### config.mk
export PLATFORM = sky130hd
export DESIGN_NAME = windowed_in_range_count_detector_top_flat
export DESIGN_NICKNAME = d
export VERILOG_FILES = /design/src/hdl/wcd_pkg.sv /design/src/hdl/wcd_if.sv /design/src/hdl/windowed_in_range_count_detector_top.sv /design/src/hdl/wcd_ring.sv /design/src/flat_wrapper.sv
export SDC_FILE = /design/constraint.sdc
export NUM_CORES = 1
export LEC_CHECK = 0
export BUFFER_PORTS_ARGS = -buffer_cell sky130_fd_sc_hd__buf_2
export CORE_MARGIN = 5
export CORE_UTILIZATION = 66
export CTS_BUF_LIST = sky130_fd_sc_hd__clkbuf_8
export CTS_CLUSTER_SIZE = 40
export DETAILED_ROUTE_END_ITERATION = 16
export GPL_ROUTABILITY_DRIVEN = 0
export PLACE_DENSITY = 0.83
export SLEW_MARGIN = 10
export SYNTH_ARGS = -nofsm -noshare
export SYNTH_HDL_FRONTEND = slang
export SYNTH_SLANG_ARGS = --single-unit
### constraint.sdc
create_clock -name clk -period 7.1 [get_ports clk]
set_input_delay 1.42 -clock clk [delete_from_list [all_inputs] [get_ports clk]]
set_output_delay 1.42 -clock clk [all_outputs]
set_load 0.01 [all_outputs]
### src/hdl/wcd_pkg.sv
// ----------------------------------------------------------------------------
// wcd_pkg - shared types and constants
// Field widths, register indexes and reset values for the windowed in-band
// count detector.
// ----------------------------------------------------------------------------
package wcd_pkg;

	localparam int TIME_W     = 20;
	localparam int TICK_W     = 18;
	localparam int TICK_SHIFT = 2;
	localparam int SMP_W      = 7;
	localparam int CNT_OUT_W  = 7;
	localparam int CFG_IDX_W  = 2;
	localparam int CFG_DATA_W = 18;

	typedef enum logic [CFG_IDX_W-1:0] {
		CFG_BAND_LOW     = 2'd0,
		CFG_BAND_HIGH    = 2'd1,
		CFG_START_TICK   = 2'd2,
		CFG_COUNT_NEEDED = 2'd3
	} cfg_reg_t;

	localparam logic [SMP_W-1:0]     BAND_LOW_RST     = 7'd17;
	localparam logic [SMP_W-1:0]     BAND_HIGH_RST    = 7'd27;
	localparam logic [TICK_W-1:0]    START_TICK_RST   = 18'd1000;
	localparam logic [CNT_OUT_W-1:0] COUNT_NEEDED_RST = 7'd50;
	localparam logic [CNT_OUT_W-1:0] BAND_COUNT_MAX   = 7'd127;

endpackage

### src/hdl/wcd_if.sv
// ----------------------------------------------------------------------------
// wcd_if - item and result channels
// Valid/ready channels; a transfer happens when valid and ready are both high.
// ----------------------------------------------------------------------------
interface wcd_item_if;
	logic                           valid;
	logic                           ready;
	logic [wcd_pkg::TIME_W-1:0]     time_ms;
	logic [wcd_pkg::SMP_W-1:0]      sample;

	modport source (output valid, output time_ms, output sample, input ready);
	modport sink   (input valid, input time_ms, input sample, output ready);
endinterface

interface wcd_result_if;
	logic                           valid;
	logic                           ready;
	logic                           finished;
	logic [wcd_pkg::CNT_OUT_W-1:0]  band_count;

	modport source (output valid, output finished, output band_count, input ready);
	modport sink   (input valid, input finished, input band_count, output ready);
endinterface

### src/hdl/windowed_in_range_count_detector_top.sv
// ----------------------------------------------------------------------------
// windowed_in_range_count_detector_top - sliding window in-band count detector
// Path: an item passes the stage 1, 2 and 3 registers and the result register.
// Throughput: one item per cycle while the result channel is not stalled, set
// by the ring read-modify-write in the third stage with forwarding from the
// write of the item ahead. Reset: asynchronous; afterwards the ring is cleared
// slot by slot, during which no item is taken (configuration writes still apply).
// ----------------------------------------------------------------------------
module windowed_in_range_count_detector_top #(
	parameter int WINDOW = 100
) (
	input  logic                                 clk,
	input  logic                                 arst_n,
	input  logic                                 cfg_we,
	input  logic [wcd_pkg::CFG_IDX_W-1:0]        cfg_idx,
	input  logic [wcd_pkg::CFG_DATA_W-1:0]       cfg_data,
	wcd_item_if.sink                             items,
	wcd_result_if.source                         results
);

	localparam int TW      = wcd_pkg::TICK_W;
	localparam int SW      = wcd_pkg::SMP_W;
	localparam int OW      = wcd_pkg::CNT_OUT_W;
	localparam int SLOT_W  = (WINDOW > 1) ? $clog2(WINDOW) : 1;
	localparam int CNT_W   = $clog2(WINDOW + 1);
	localparam int SH      = TW + SLOT_W;
	localparam int PW      = TW + SH;
	localparam int RECIP   = (2 ** SH) / WINDOW;
	localparam int QW      = TW + 12;
	localparam int EXT_W   = CNT_W + OW;

	// configuration
	logic [SW-1:0]     band_low_q;
	logic [SW-1:0]     band_high_q;
	logic [TW-1:0]     start_tick_q;
	logic [OW-1:0]     count_needed_q;

	always_ff @(posedge clk or negedge arst_n) begin
		if (!arst_n) begin
			band_low_q     <= wcd_pkg::BAND_LOW_RST;
			band_high_q    <= wcd_pkg::BAND_HIGH_RST;
			start_tick_q   <= wcd_pkg::START_TICK_RST;
			count_needed_q <= wcd_pkg::COUNT_NEEDED_RST;
		end else if (cfg_we) begin
			unique case (wcd_pkg::cfg_reg_t'(cfg_idx))
				wcd_pkg::CFG_BAND_LOW:     band_low_q     <= cfg_data[SW-1:0];
				wcd_pkg::CFG_BAND_HIGH:    band_high_q    <= cfg_data[SW-1:0];
				wcd_pkg::CFG_START_TICK:   start_tick_q   <= cfg_data[TW-1:0];
				wcd_pkg::CFG_COUNT_NEEDED: count_needed_q <= cfg_data[OW-1:0];
			endcase
		end
	end

	function automatic logic in_band(input logic [SW-1:0] v, input logic [SW-1:0] lo,
		input logic [SW-1:0] hi);
		return (v >= lo) && (v <= hi);
	endfunction

	// ring clear after reset
	logic              clr_q;
	logic [SLOT_W-1:0] clr_idx_q;

	always_ff @(posedge clk or negedge arst_n) begin
		if (!arst_n) begin
			clr_q     <= 1'b1;
			clr_idx_q <= '0;
		end else if (clr_q) begin
			clr_idx_q <= clr_idx_q + 1'b1;
			if (clr_idx_q == SLOT_W'(WINDOW - 1)) begin
				clr_q <= 1'b0;
			end
		end
	end

	// pipeline advance
	logic out_valid_q;
	logic adv;

	assign adv         = !out_valid_q || results.ready;
	assign items.ready = adv && !clr_q;

	// stage 1: tick, window flags, reciprocal multiply
	logic          v_s1;
	logic [TW-1:0] tick_s1;
	logic [SW-1:0] smp_s1;
	logic [PW-1:0] prod_s1;
	logic          on_c;
	logic          full_c;

	always_ff @(posedge clk or negedge arst_n) begin
		if (!arst_n) begin
			v_s1 <= 1'b0;
		end else if (adv) begin
			v_s1 <= items.valid && items.ready;
		end
	end

	always_ff @(posedge clk) begin
		if (adv) begin
			tick_s1 <= items.time_ms[wcd_pkg::TIME_W-1:wcd_pkg::TICK_SHIFT];
			smp_s1  <= items.sample;
		end
	end

	assign prod_s1 = PW'(tick_s1) * PW'(RECIP);
	assign on_c    = tick_s1 >= start_tick_q;
	assign full_c  = {1'b0, tick_s1} >= ({1'b0, start_tick_q} + (TW + 1)'(WINDOW));

	// stage 2: remainder and correction, ring read
	logic          v_s2;
	logic [TW-1:0] tick_s2;
	logic [SW-1:0] smp_s2;
	logic [TW-1:0] quot_s2;
	logic          on_s2;
	logic          full_s2;
	logic [QW-1:0] qmul_c;
	logic [TW-1:0] rem_c;
	logic [SLOT_W-1:0] slot_c;

	always_ff @(posedge clk or negedge arst_n) begin
		if (!arst_n) begin
			v_s2 <= 1'b0;
		end else if (adv) begin
			v_s2 <= v_s1;
		end
	end

	always_ff @(posedge clk) begin
		if (adv) begin
			tick_s2 <= tick_s1;
			smp_s2  <= smp_s1;
			quot_s2 <= prod_s1[SH +: TW];
			on_s2   <= on_c;
			full_s2 <= full_c;
		end
	end

	assign qmul_c = QW'(quot_s2) * QW'(WINDOW);
	assign rem_c  = tick_s2 - qmul_c[TW-1:0];
	assign slot_c = (rem_c >= TW'(WINDOW)) ? SLOT_W'(rem_c - TW'(WINDOW)) : SLOT_W'(rem_c);

	// stage 3: count update and ring write
	logic              v_s3;
	logic [SW-1:0]     smp_s3;
	logic [SLOT_W-1:0] slot_s3;
	logic              on_s3;
	logic              full_s3;
	logic              byp_s3;
	logic [SW-1:0]     byp_data_s3;
	logic [SW-1:0]     rd_data;
	logic [SW-1:0]     old_smp;
	logic              wr_item;
	logic [CNT_W-1:0]  cnt_q;
	logic              drop;
	logic              add;
	logic [CNT_W-1:0]  cnt_mid;
	logic [CNT_W-1:0]  cnt_nxt;
	logic [EXT_W-1:0]  cnt_ext;
	logic              ring_we;
	logic [SLOT_W-1:0] ring_waddr;
	logic [SW-1:0]     ring_wdata;

	assign wr_item = v_s3 && on_s3;

	always_ff @(posedge clk or negedge arst_n) begin
		if (!arst_n) begin
			v_s3 <= 1'b0;
		end else if (adv) begin
			v_s3 <= v_s2;
		end
	end

	always_ff @(posedge clk) begin
		if (adv) begin
			smp_s3      <= smp_s2;
			slot_s3     <= slot_c;
			on_s3       <= on_s2;
			full_s3     <= full_s2;
			byp_s3      <= wr_item && (slot_s3 == slot_c);
			byp_data_s3 <= smp_s3;
		end
	end

	assign ring_we    = clr_q || (adv && wr_item);
	assign ring_waddr = clr_q ? clr_idx_q : slot_s3;
	assign ring_wdata = clr_q ? '0 : smp_s3;

	wcd_ring #(
		.DEPTH (WINDOW),
		.AW    (SLOT_W)
	) u_ring (
		.clk   (clk),
		.we    (ring_we),
		.waddr (ring_waddr),
		.wdata (ring_wdata),
		.re    (adv),
		.raddr (slot_c),
		.rdata (rd_data)
	);

	assign old_smp = byp_s3 ? byp_data_s3 : rd_data;
	assign drop    = on_s3 && full_s3 && in_band(old_smp, band_low_q, band_high_q)
		&& (cnt_q != '0);
	assign cnt_mid = cnt_q - CNT_W'(drop);
	assign add     = on_s3 && in_band(smp_s3, band_low_q, band_high_q)
		&& (cnt_mid < CNT_W'(WINDOW));
	assign cnt_nxt = cnt_mid + CNT_W'(add);
	assign cnt_ext = EXT_W'(cnt_nxt);

	// result register
	logic          finished_q;
	logic [OW-1:0] band_count_q;

	always_ff @(posedge clk or negedge arst_n) begin
		if (!arst_n) begin
			out_valid_q <= 1'b0;
			cnt_q       <= '0;
		end else if (adv) begin
			out_valid_q <= v_s3;
			if (v_s3) begin
				cnt_q <= cnt_nxt;
			end
		end
	end

	always_ff @(posedge clk) begin
		if (adv && v_s3) begin
			finished_q   <= full_s3 && (cnt_ext >= EXT_W'(count_needed_q));
			band_count_q <= (cnt_ext > EXT_W'(wcd_pkg::BAND_COUNT_MAX)) ?
				wcd_pkg::BAND_COUNT_MAX : cnt_ext[OW-1:0];
		end
	end

	assign results.valid      = out_valid_q;
	assign results.finished   = finished_q;
	assign results.band_count = band_count_q;

endmodule

### src/hdl/wcd_ring.sv
// ----------------------------------------------------------------------------
// wcd_ring - sample ring storage
// Single write port, single read port with registered read data.
// ----------------------------------------------------------------------------
module wcd_ring #(
	parameter int DEPTH = 100,
	parameter int AW    = 7
) (
	input  logic                          clk,
	input  logic                          we,
	input  logic [AW-1:0]                 waddr,
	input  logic [wcd_pkg::SMP_W-1:0]     wdata,
	input  logic                          re,
	input  logic [AW-1:0]                 raddr,
	output logic [wcd_pkg::SMP_W-1:0]     rdata
);

	logic [wcd_pkg::SMP_W-1:0] mem [DEPTH];

	always_ff @(posedge clk) begin
		if (we) begin
			mem[waddr] <= wdata;
		end
	end

	always_ff @(posedge clk) begin
		if (re) begin
			rdata <= mem[raddr];
		end
	end

endmodule

### src/flat_wrapper.sv
// flat-port wrapper written by rule: the top's interface ports become plain ports
module windowed_in_range_count_detector_top_flat 
#(
	parameter int WINDOW = 100
)
  (clk, arst_n, cfg_we, cfg_idx, cfg_data, items_valid, items_time_ms, items_sample, items_ready, results_valid, results_finished, results_band_count, results_ready);
  wcd_item_if items_i ();
  wcd_result_if results_i ();
  input  logic clk;
  input  logic arst_n;
  input  logic cfg_we;
  input  logic [wcd_pkg::CFG_IDX_W-1:0] cfg_idx;
  input  logic [wcd_pkg::CFG_DATA_W-1:0] cfg_data;
  input wire logic [$bits(items_i.valid)-1:0] items_valid;
  input wire logic [$bits(items_i.time_ms)-1:0] items_time_ms;
  input wire logic [$bits(items_i.sample)-1:0] items_sample;
  output wire logic [$bits(items_i.ready)-1:0] items_ready;
  output wire logic [$bits(results_i.valid)-1:0] results_valid;
  output wire logic [$bits(results_i.finished)-1:0] results_finished;
  output wire logic [$bits(results_i.band_count)-1:0] results_band_count;
  input wire logic [$bits(results_i.ready)-1:0] results_ready;
  assign items_i.valid = items_valid;
  assign items_i.time_ms = items_time_ms;
  assign items_i.sample = items_sample;
  assign items_ready = items_i.ready;
  assign results_valid = results_i.valid;
  assign results_finished = results_i.finished;
  assign results_band_count = results_i.band_count;
  assign results_i.ready = results_ready;
  windowed_in_range_count_detector_top #(.WINDOW(WINDOW)) u_core (.clk(clk), .arst_n(arst_n), .cfg_we(cfg_we), .cfg_idx(cfg_idx), .cfg_data(cfg_data), .items(items_i), .results(results_i));
endmodule
==> results.md, run 1 <==
* Clock slew at reported path FFs at 0.06 ns
* All-Layer GR Usage at 28.2%
* Clock H-tree levels at 4
* Asr flop ratio synth at 6.74%
* # IOs at 62
* CTS tree: built
* Die height at 268 um
* Largest net degree at the start of global routing at 101
* Post-Syn Area at 43900 um^2
* Count of different cell masters after synthesis at 81
* Syn_area_per_cell at 16.3 um^2
* Worst skew pair latency at 0.82 ns
* Max Slew Vio Count at 0
* Drt via density at 6.51
* Synth Register Bits at 861
* Initial antenna violation count at 1
* Clk_skew at 0.0530 ns
* Fin crit share at 93.5%
* Clk root buf: clkbuf_8
* Worst Setup SP: u_core.quot_s2[3]$_DFFE_PN_
* Synth Warn # at 0
* Iter 0 DRT Violations at 2816
* Post_cts resized at 0
* Cell family with the largest share of critical-path delay: compound AO/OA/AOI/OAI gates
* Critical path peak fanout at 28
* Worst path bufs/invs at 2
* Kind of start point of the critical path: register
* Launch point of the worst reg-to-reg path: u_core.quot_s2[3]$_DFFE_PN_
* Largest cells by area after synthesis: edfxtp_1 55%, mux4_2 12%, ha_1 8.2%
* WL per Instance at 26.1 um
* Vias post-DR at 24744
* Vias in the first global route at 25974
* Synth top area share at 54.9%
* Unrepaired setup endpoints after global routing: false
* Setup Buffers After CTS at 0
* Post-route ant nets at 0
* CP endpoint kind: register
* TNS Setup at 0 ns
* Slew @ Worst Pin at 1.22 ns
* Slowest stage cell, crit path: fa_1
* Layout cells sized above 1 at 21.1%
* Status: finished, final reports clean
* Synth Flop Type: edfxtp_1
* Post-layout util at 72.5%
* Die X at 268 um
* Slew headroom at 18.6%
* Seq/Total Area, Yosys at 58.3%
* Hold bufs inserted after CTS at 0
* Clock Path Buffers at 3
* Final nets at 3294
* Endpoint required time on the critical path at 7.62 ns
* Setup CP Type: reg2reg
* Clock sinks at 861
* EDFF count, synth at 803
* Std cell rows at 94
* Grt ovf at 0
* DP Wirelength at 64.8 mm
* Final Hold Fails at 0
* Starting Density at 66.7%
* Post-route DRC at 0
* Fmax at 0.151 GHz
* Final worst slack at 0.463 ns
* CP dominant cell by count: ha_1
* Worst EP arrival at 7.15 ns
* Slowest stage delay, CP at 0.47 ns
* DRT Pass-1 Iters at 6
* Pre-CTS WS at 0.571 ns
* Die area at 71800 um^2
* Layout area overhead at 8.79%
* Filler cell count at 3838
* Crit path time final at 6.64 ns
* Syn nets at 3150
* # setup viols final at 0
* Cells after synthesis at 2689
* Global-route wire length before repair at 152 mm
* Max cap viols at 0
* Worst Hold Class: reg2reg
* Hold_sp: u_core.smp_s2[4]$_DFFE_PN_
* Num CTS Buffers at 135
* IO buf count at 59
* Synth area leader: edfxtp_1
* Total routed wirelength at 99.1 mm
* Core ar. at 65900 um^2
## worst paths after layout
path                                                            end  slack [ns]  depth (start not counted)
worst max register to register     u_core.u_ring.rdata[5]$_DFFE_PN_        0.46                         26
worst min-delay path                     u_core.smp_s3[4]$_DFFE_PN_        0.41                          0
max in group asynchronous           u_core.clr_idx_q[6]$_DFFE_PN0P_        5.83                          2
worst max-delay path               u_core.u_ring.rdata[5]$_DFFE_PN_        0.46                         26
min in group asynchronous       u_core.start_tick_q[16]$_DFFE_PN0P_        0.78                          2
worst min register to register           u_core.smp_s3[4]$_DFFE_PN_        0.41                          0
## routing by layer
| layer | GRT usage (%) | share of wire [%] | vias up | routed length [um] |
|---|---|---|---|---|
| li1 | - | - | 10596 | - |
| met1 | 37.1 | 36 | 12539 | 36000 |
| met2 | 47.3 | 51 | 1340 | 50200 |
| met3 | 5.31 | 8.9 | 269 | 8840 |
| met4 | 11.8 | 4.0 | 0 | 4010 |
| met5 | 0 | 0 | - | 0 |
## registers in the layout, indices dropped and copies added (netlist names), 12 cells and up
register and cells:
u_core.u_ring.mem 700, u_core.start_tick_q 18, u_core.tick_s1 18, u_core.tick_s2 18, u_core.quot_s2 12
## cell families (layout without fill, tap and decap cells)
| logic type | count (synthesis) | after routing | share of synthesized area, % |
|---|---|---|---|
| flip-flops | 861 | 861 | 58.3 |
| AND/OR/NAND/NOR | 428 | 428 | 4.58 |
| adder cells (fa/ha/maj) | 409 | 409 | 13.8 |
| multiplexers | 339 | 339 | 14.9 |
| buffers and inverters | 323 | 569 | 2.98 |
| AO/OA/AOI/OAI | 248 | 248 | 3.88 |
| XOR/XNOR | 81 | 81 | 1.67 |
| other | 0 | 1 | 0 |
## cell usage after synthesis (7+ instances only)
cell / number
edfxtp_1: 803
ha_1: 286
mux4_2: 243
inv_1: 226
nor2_1: 184
fa_1: 123
nand2_1: 85
a21oi_1: 63
clkbuf_1: 56
mux2_2: 51
xnor2_1: 51
dfrtp_1: 42
o21ai_0: 39
a21o_1: 37
mux2i_1: 29
nor3_1: 28
xor2_1: 27
a211oi_1: 24
nor2b_1: 23
nand3_1: 22
nand2b_1: 20
buf_2: 18
and3_1: 16
dfstp_2: 16
mux2_1: 15
nand4_1: 12
o21a_1: 12
buf_1: 10
o211ai_1: 9
buf_6: 8
a221o_1: 7
and2_1: 7
o22a_1: 7
## metrics by stage
step                      std cells  instance area, um^2  hold WS, ns
after floorplan                2689                43900        0.400
after CTS                      3799                47800        0.417
after global routing           3800                47800        0.425
final                          3800                47800        0.414
after global placement         3560                45300        0.402
after detailed placement       3560                45300        0.405
## worst reg2reg max path, cell delays in order (launching register included)
cell and delay (ns):
edfxtp_1 0.46, ha_1 0.32, ha_1 0.32, fa_1 0.47
ha_1 0.36, nor2b_1 0.14, o21ai_0 0.16, nand2_1 0.11
a21o_1 0.19, nand2_1 0.08, a21oi_1 0.08, o21ai_0 0.16
nand2b_1 0.11, xnor2_1 0.22, ha_1 0.34, a21oi_1 0.22
nor2_1 0.07, o21a_1 0.17, a311o_1 0.32, xor2_1 0.32
nand4_4 0.24, buf_4 0.34, nor3b_1 0.21, a211oi_2 0.21
buf_4 0.23, o22ai_1 0.21, o22a_1 0.31
## cell usage in the layout, fill, tap and decap left out, drive strengths merged, types with 23 or more instances in the layout
cell type	count
nor3	30
mux4	243
dfrtp	42
edfxtp	803
nand2	85
clkbuf	136
mux2i	29
fa	123
a21o	37
xnor2	53
buf	102
a21oi	64
o21ai	42
xor2	28
mux2	67
a211oi	26
ha	286
clkinv	44
inv	279
nor2	184
nor2b	23
## final cells by class
cell class	count	area, um^2	area share, %
antenna	1	2.50	0.00524
clock buffer	136	1870	3.92
clock inverter	103	622	1.30
inverter	228	856	1.79
multi-input combinational	1505	17100	35.7
sequential	861	25600	53.6
tap	864	1080	2.26
timing repair buffer	102	668	1.40
Power of run 1 is not shown: default switching activity piles up to over one toggle a cycle in this logic, so the estimate is an artifact.
==> inputs of run 2 (changes only) <==
--- a/config.mk
+++ b/config.mk
@@ -5,6 +5,7 @@
 export SDC_FILE = /design/constraint.sdc
 export NUM_CORES = 1
 export LEC_CHECK = 0
+export ABC_AREA = 1
 export BUFFER_PORTS_ARGS = -buffer_cell sky130_fd_sc_hd__buf_2
 export CORE_MARGIN = 5
 export CORE_UTILIZATION = 66
==> results.md, run 2 <==
* Status: finished, final reports clean
* Synth Flop Type: edfxtp_1
* Post-route ant nets at 0 (unchanged)
* # setup viols final at 0 (unchanged)
* Synth Warn # at 0 (unchanged)
* Clk root buf: clkbuf_8
* Post_cts resized at 0 (unchanged)
* Clock sinks at 861 (unchanged)
* CP endpoint kind: register
* Syn nets at 4376 (+39%)
* Cells after synthesis at 3915 (+46%)
* Library cell with the highest instance count after synthesis: edfxtp_1
* IO buf count at 59 (unchanged)
* Max cap viols at 0 (unchanged)
* Slowest stage cell, crit path: fa_1
* Total routed wirelength at 102 mm (+3.4%)
* Std cell rows at 95 (+1.1%)
* Worst EP arrival at 7.11 ns (-0.04 ns)
* Slew headroom at 17.7% (-0.84 points)
* Setup CP Type: reg2reg
* Largest cells by area after synthesis: edfxtp_1 54%, ha_1 8.1%, nand2_1 6.1%
* Layout area overhead at 8.22%
* Clock H-tree levels at 4 (unchanged)
* TNS Setup at 0 ns (unchanged)
* Max Slew Vio Count at 0 (unchanged)
* Clock Path Buffers at 3 (unchanged)
* Worst Hold Class: reg2reg
* Die X at 269 um (+0.41%)
* Slowest stage delay, CP at 0.50 ns (+0.03 ns)
* DRT Pass-1 Iters at 6 (unchanged)
* Global-route wire length before repair at 162 mm (+6.1%)
* Final nets at 4436 (+35%)
* Hold bufs inserted after CTS at 0 (unchanged)
* DP Wirelength at 63.7 mm (-1.7%)
* Slew @ Worst Pin at 1.23 ns (+0.0115 ns)
* Largest net degree at the start of global routing at 181 (+79%)
* Clock slew at reported path FFs at 0.06 ns (about the same)
* Post-Syn Area at 44300 um^2 (+0.85%)
* Worst skew pair latency at 0.80 ns (-0.02 ns)
* Fmax at 0.152 GHz (+1.2%)
* Die height at 269 um (+0.41%)
* Drt via density at 6.14 (-5.8%)
* Synth Register Bits at 861 (unchanged)
* Vias post-DR at 30371 (+23%)
* Critical path peak fanout at 29 (+3.6%)
* Die area at 72400 um^2 (+0.82%)
* Vias in the first global route at 30461 (+17%)
* Largest reg by FF count: u_core.u_ring.mem
* Syn_area_per_cell at 11.3 um^2 (-31%)
* Grt ovf at 0 (unchanged)
* Initial antenna violation count at 3 (+2)
* CTS tree: built
* Top cells by count, synth: 803 x edfxtp_1, 720 x nand2_1, 348 x inv_1
* Setup Buffers After CTS at 0 (unchanged)
* Post-route DRC at 0 (unchanged)
* Core ar. at 66800 um^2 (+1.4%)
* Clk_skew at 0.0310 ns (-0.0220 ns)
* Final Hold Fails at 0 (unchanged)
* Flip-flop count of the largest register after layout at 700 (unchanged)
* WL per Instance at 20.7 um (-21%)
* Endpoint required time on the critical path at 7.65 ns (+0.03 ns)
* Fin crit share at 92.4% (-1.1 points)
* EDFF count, synth at 803 (unchanged)
* Count of different cell masters after synthesis at 56 (-31%)
* Layout cells sized above 1 at 8.49% (-13 points)
* Commonest non-fill, non-tap cell in the layout: edfxtp_1
* CP dominant cell by count: nand2_1
* Crit path time final at 6.56 ns (-0.0768 ns)
* Num CTS Buffers at 135 (unchanged)
* Seq/Total Area, Yosys at 57.8% (-0.49 points)
* Starting Density at 66.3% (-0.38 points)
* Unrepaired setup endpoints after global routing: false
* Kind of start point of the critical path: register
* Synth area leader: edfxtp_1
* Asr flop ratio synth at 6.74% (unchanged)
* All-Layer GR Usage at 28.6% (+0.41 points)
* Synth top area share at 54.5% (-0.46 points)
* # IOs at 62 (unchanged)
* Iter 0 DRT Violations at 3564 (+27%)
* Most frequent cells in the layout: 803 x edfxtp_1, 720 x nand2_1, 380 x inv_1, 323 x nor2_1, 286 x ha_1
## run 2: changes by cell type after synthesis, sizes merged, moves of 130 or more
cell and delta:
mux4 -243, nor2 +152, o21ai +174, nand3 +216, nand2 +646, a21oi +130
## run 2: kinds of logic after synthesis
family | synth area share (%)
muxes | 0.175
buffers and inverters | 4.62
AOI/OAI and AO/OA | 8.79
and+or+nand+nor | 13.7
DFF | 57.8
xor gates and xnor gates | 1.31
adders and majority gates | 13.6
## run 2: through the flow
stage / utilization [%] / worst slack (ns) / hold WS (ns) / instances / cell area, um^2
floorplan: - / 1.64 / 0.400 / 3915 / 44300
global placement: 67.9 / 0.665 / 0.400 / 4711 / 45400
detailed placement: 67.9 / 0.602 / 0.405 / 4711 / 45400
CTS: 71.7 / 0.575 / 0.415 / 4948 / 47900
global route: 71.7 / 0.130 / 0.423 / 4949 / 47900
finish: 71.7 / 0.540 / 0.418 / 4949 / 47900
## run 2: layout make-up
type / count / area, um^2
sequential: 861 / 25600
fill: 4385 / 18900
clock inverter: 95 / 566
antenna: 1 / 2.50
multi-input combinational: 2527 / 16700
inverter: 356 / 1350
clock buffer: 142 / 1950
timing repair buffer: 94 / 633
tap: 873 / 1090
## run 2: final timing paths
| kind | start | endpoint | slack, ns | cells past startpoint |
|---|---|---|---|---|
| max | u_core.quot_s2[4]$_DFFE_PN_ | u_core.u_ring.rdata[4]$_DFFE_PN_ | 0.54 | 36 |
| min | u_core.smp_s2[3]$_DFFE_PN_ | u_core.smp_s3[3]$_DFFE_PN_ | 0.42 | 0 |
| max reg2reg | u_core.quot_s2[4]$_DFFE_PN_ | u_core.u_ring.rdata[4]$_DFFE_PN_ | 0.54 | 36 |
| min reg2reg | u_core.smp_s2[3]$_DFFE_PN_ | u_core.smp_s3[3]$_DFFE_PN_ | 0.42 | 0 |
| max in group asynchronous | arst_n | u_core.clr_idx_q[0]$_DFFE_PN0P_ | 5.82 | 2 |
| min in group asynchronous | arst_n | u_core.cnt_q[4]$_DFFE_PN0P_ | 0.77 | 2 |
## run 2: worst max-delay path: cells and delay by family (launching register included)
family / cells / cell delay [ns]
fa+ha+maj: 5 / 1.78
simple gates: 20 / 2.13
flops: 1 / 0.46
compound gates: 7 / 1.31
buf+inv: 3 / 0.47
xor+xnor: 1 / 0.15
## run 2: per-layer routing
| layer | share of wire, % | up-vias | track usage, % |
|---|---|---|---|
| met2 | 48 | 1595 | 45.9 |
| li1 | - | 13916 | - |
| met5 | 0.013 | - | 0 |
| met3 | 9.5 | 333 | 5.75 |
| met1 | 38 | 14525 | 38.4 |
| met4 | 4.3 | 2 | 13.1 |
Power of run 2 is left out for the same reason.
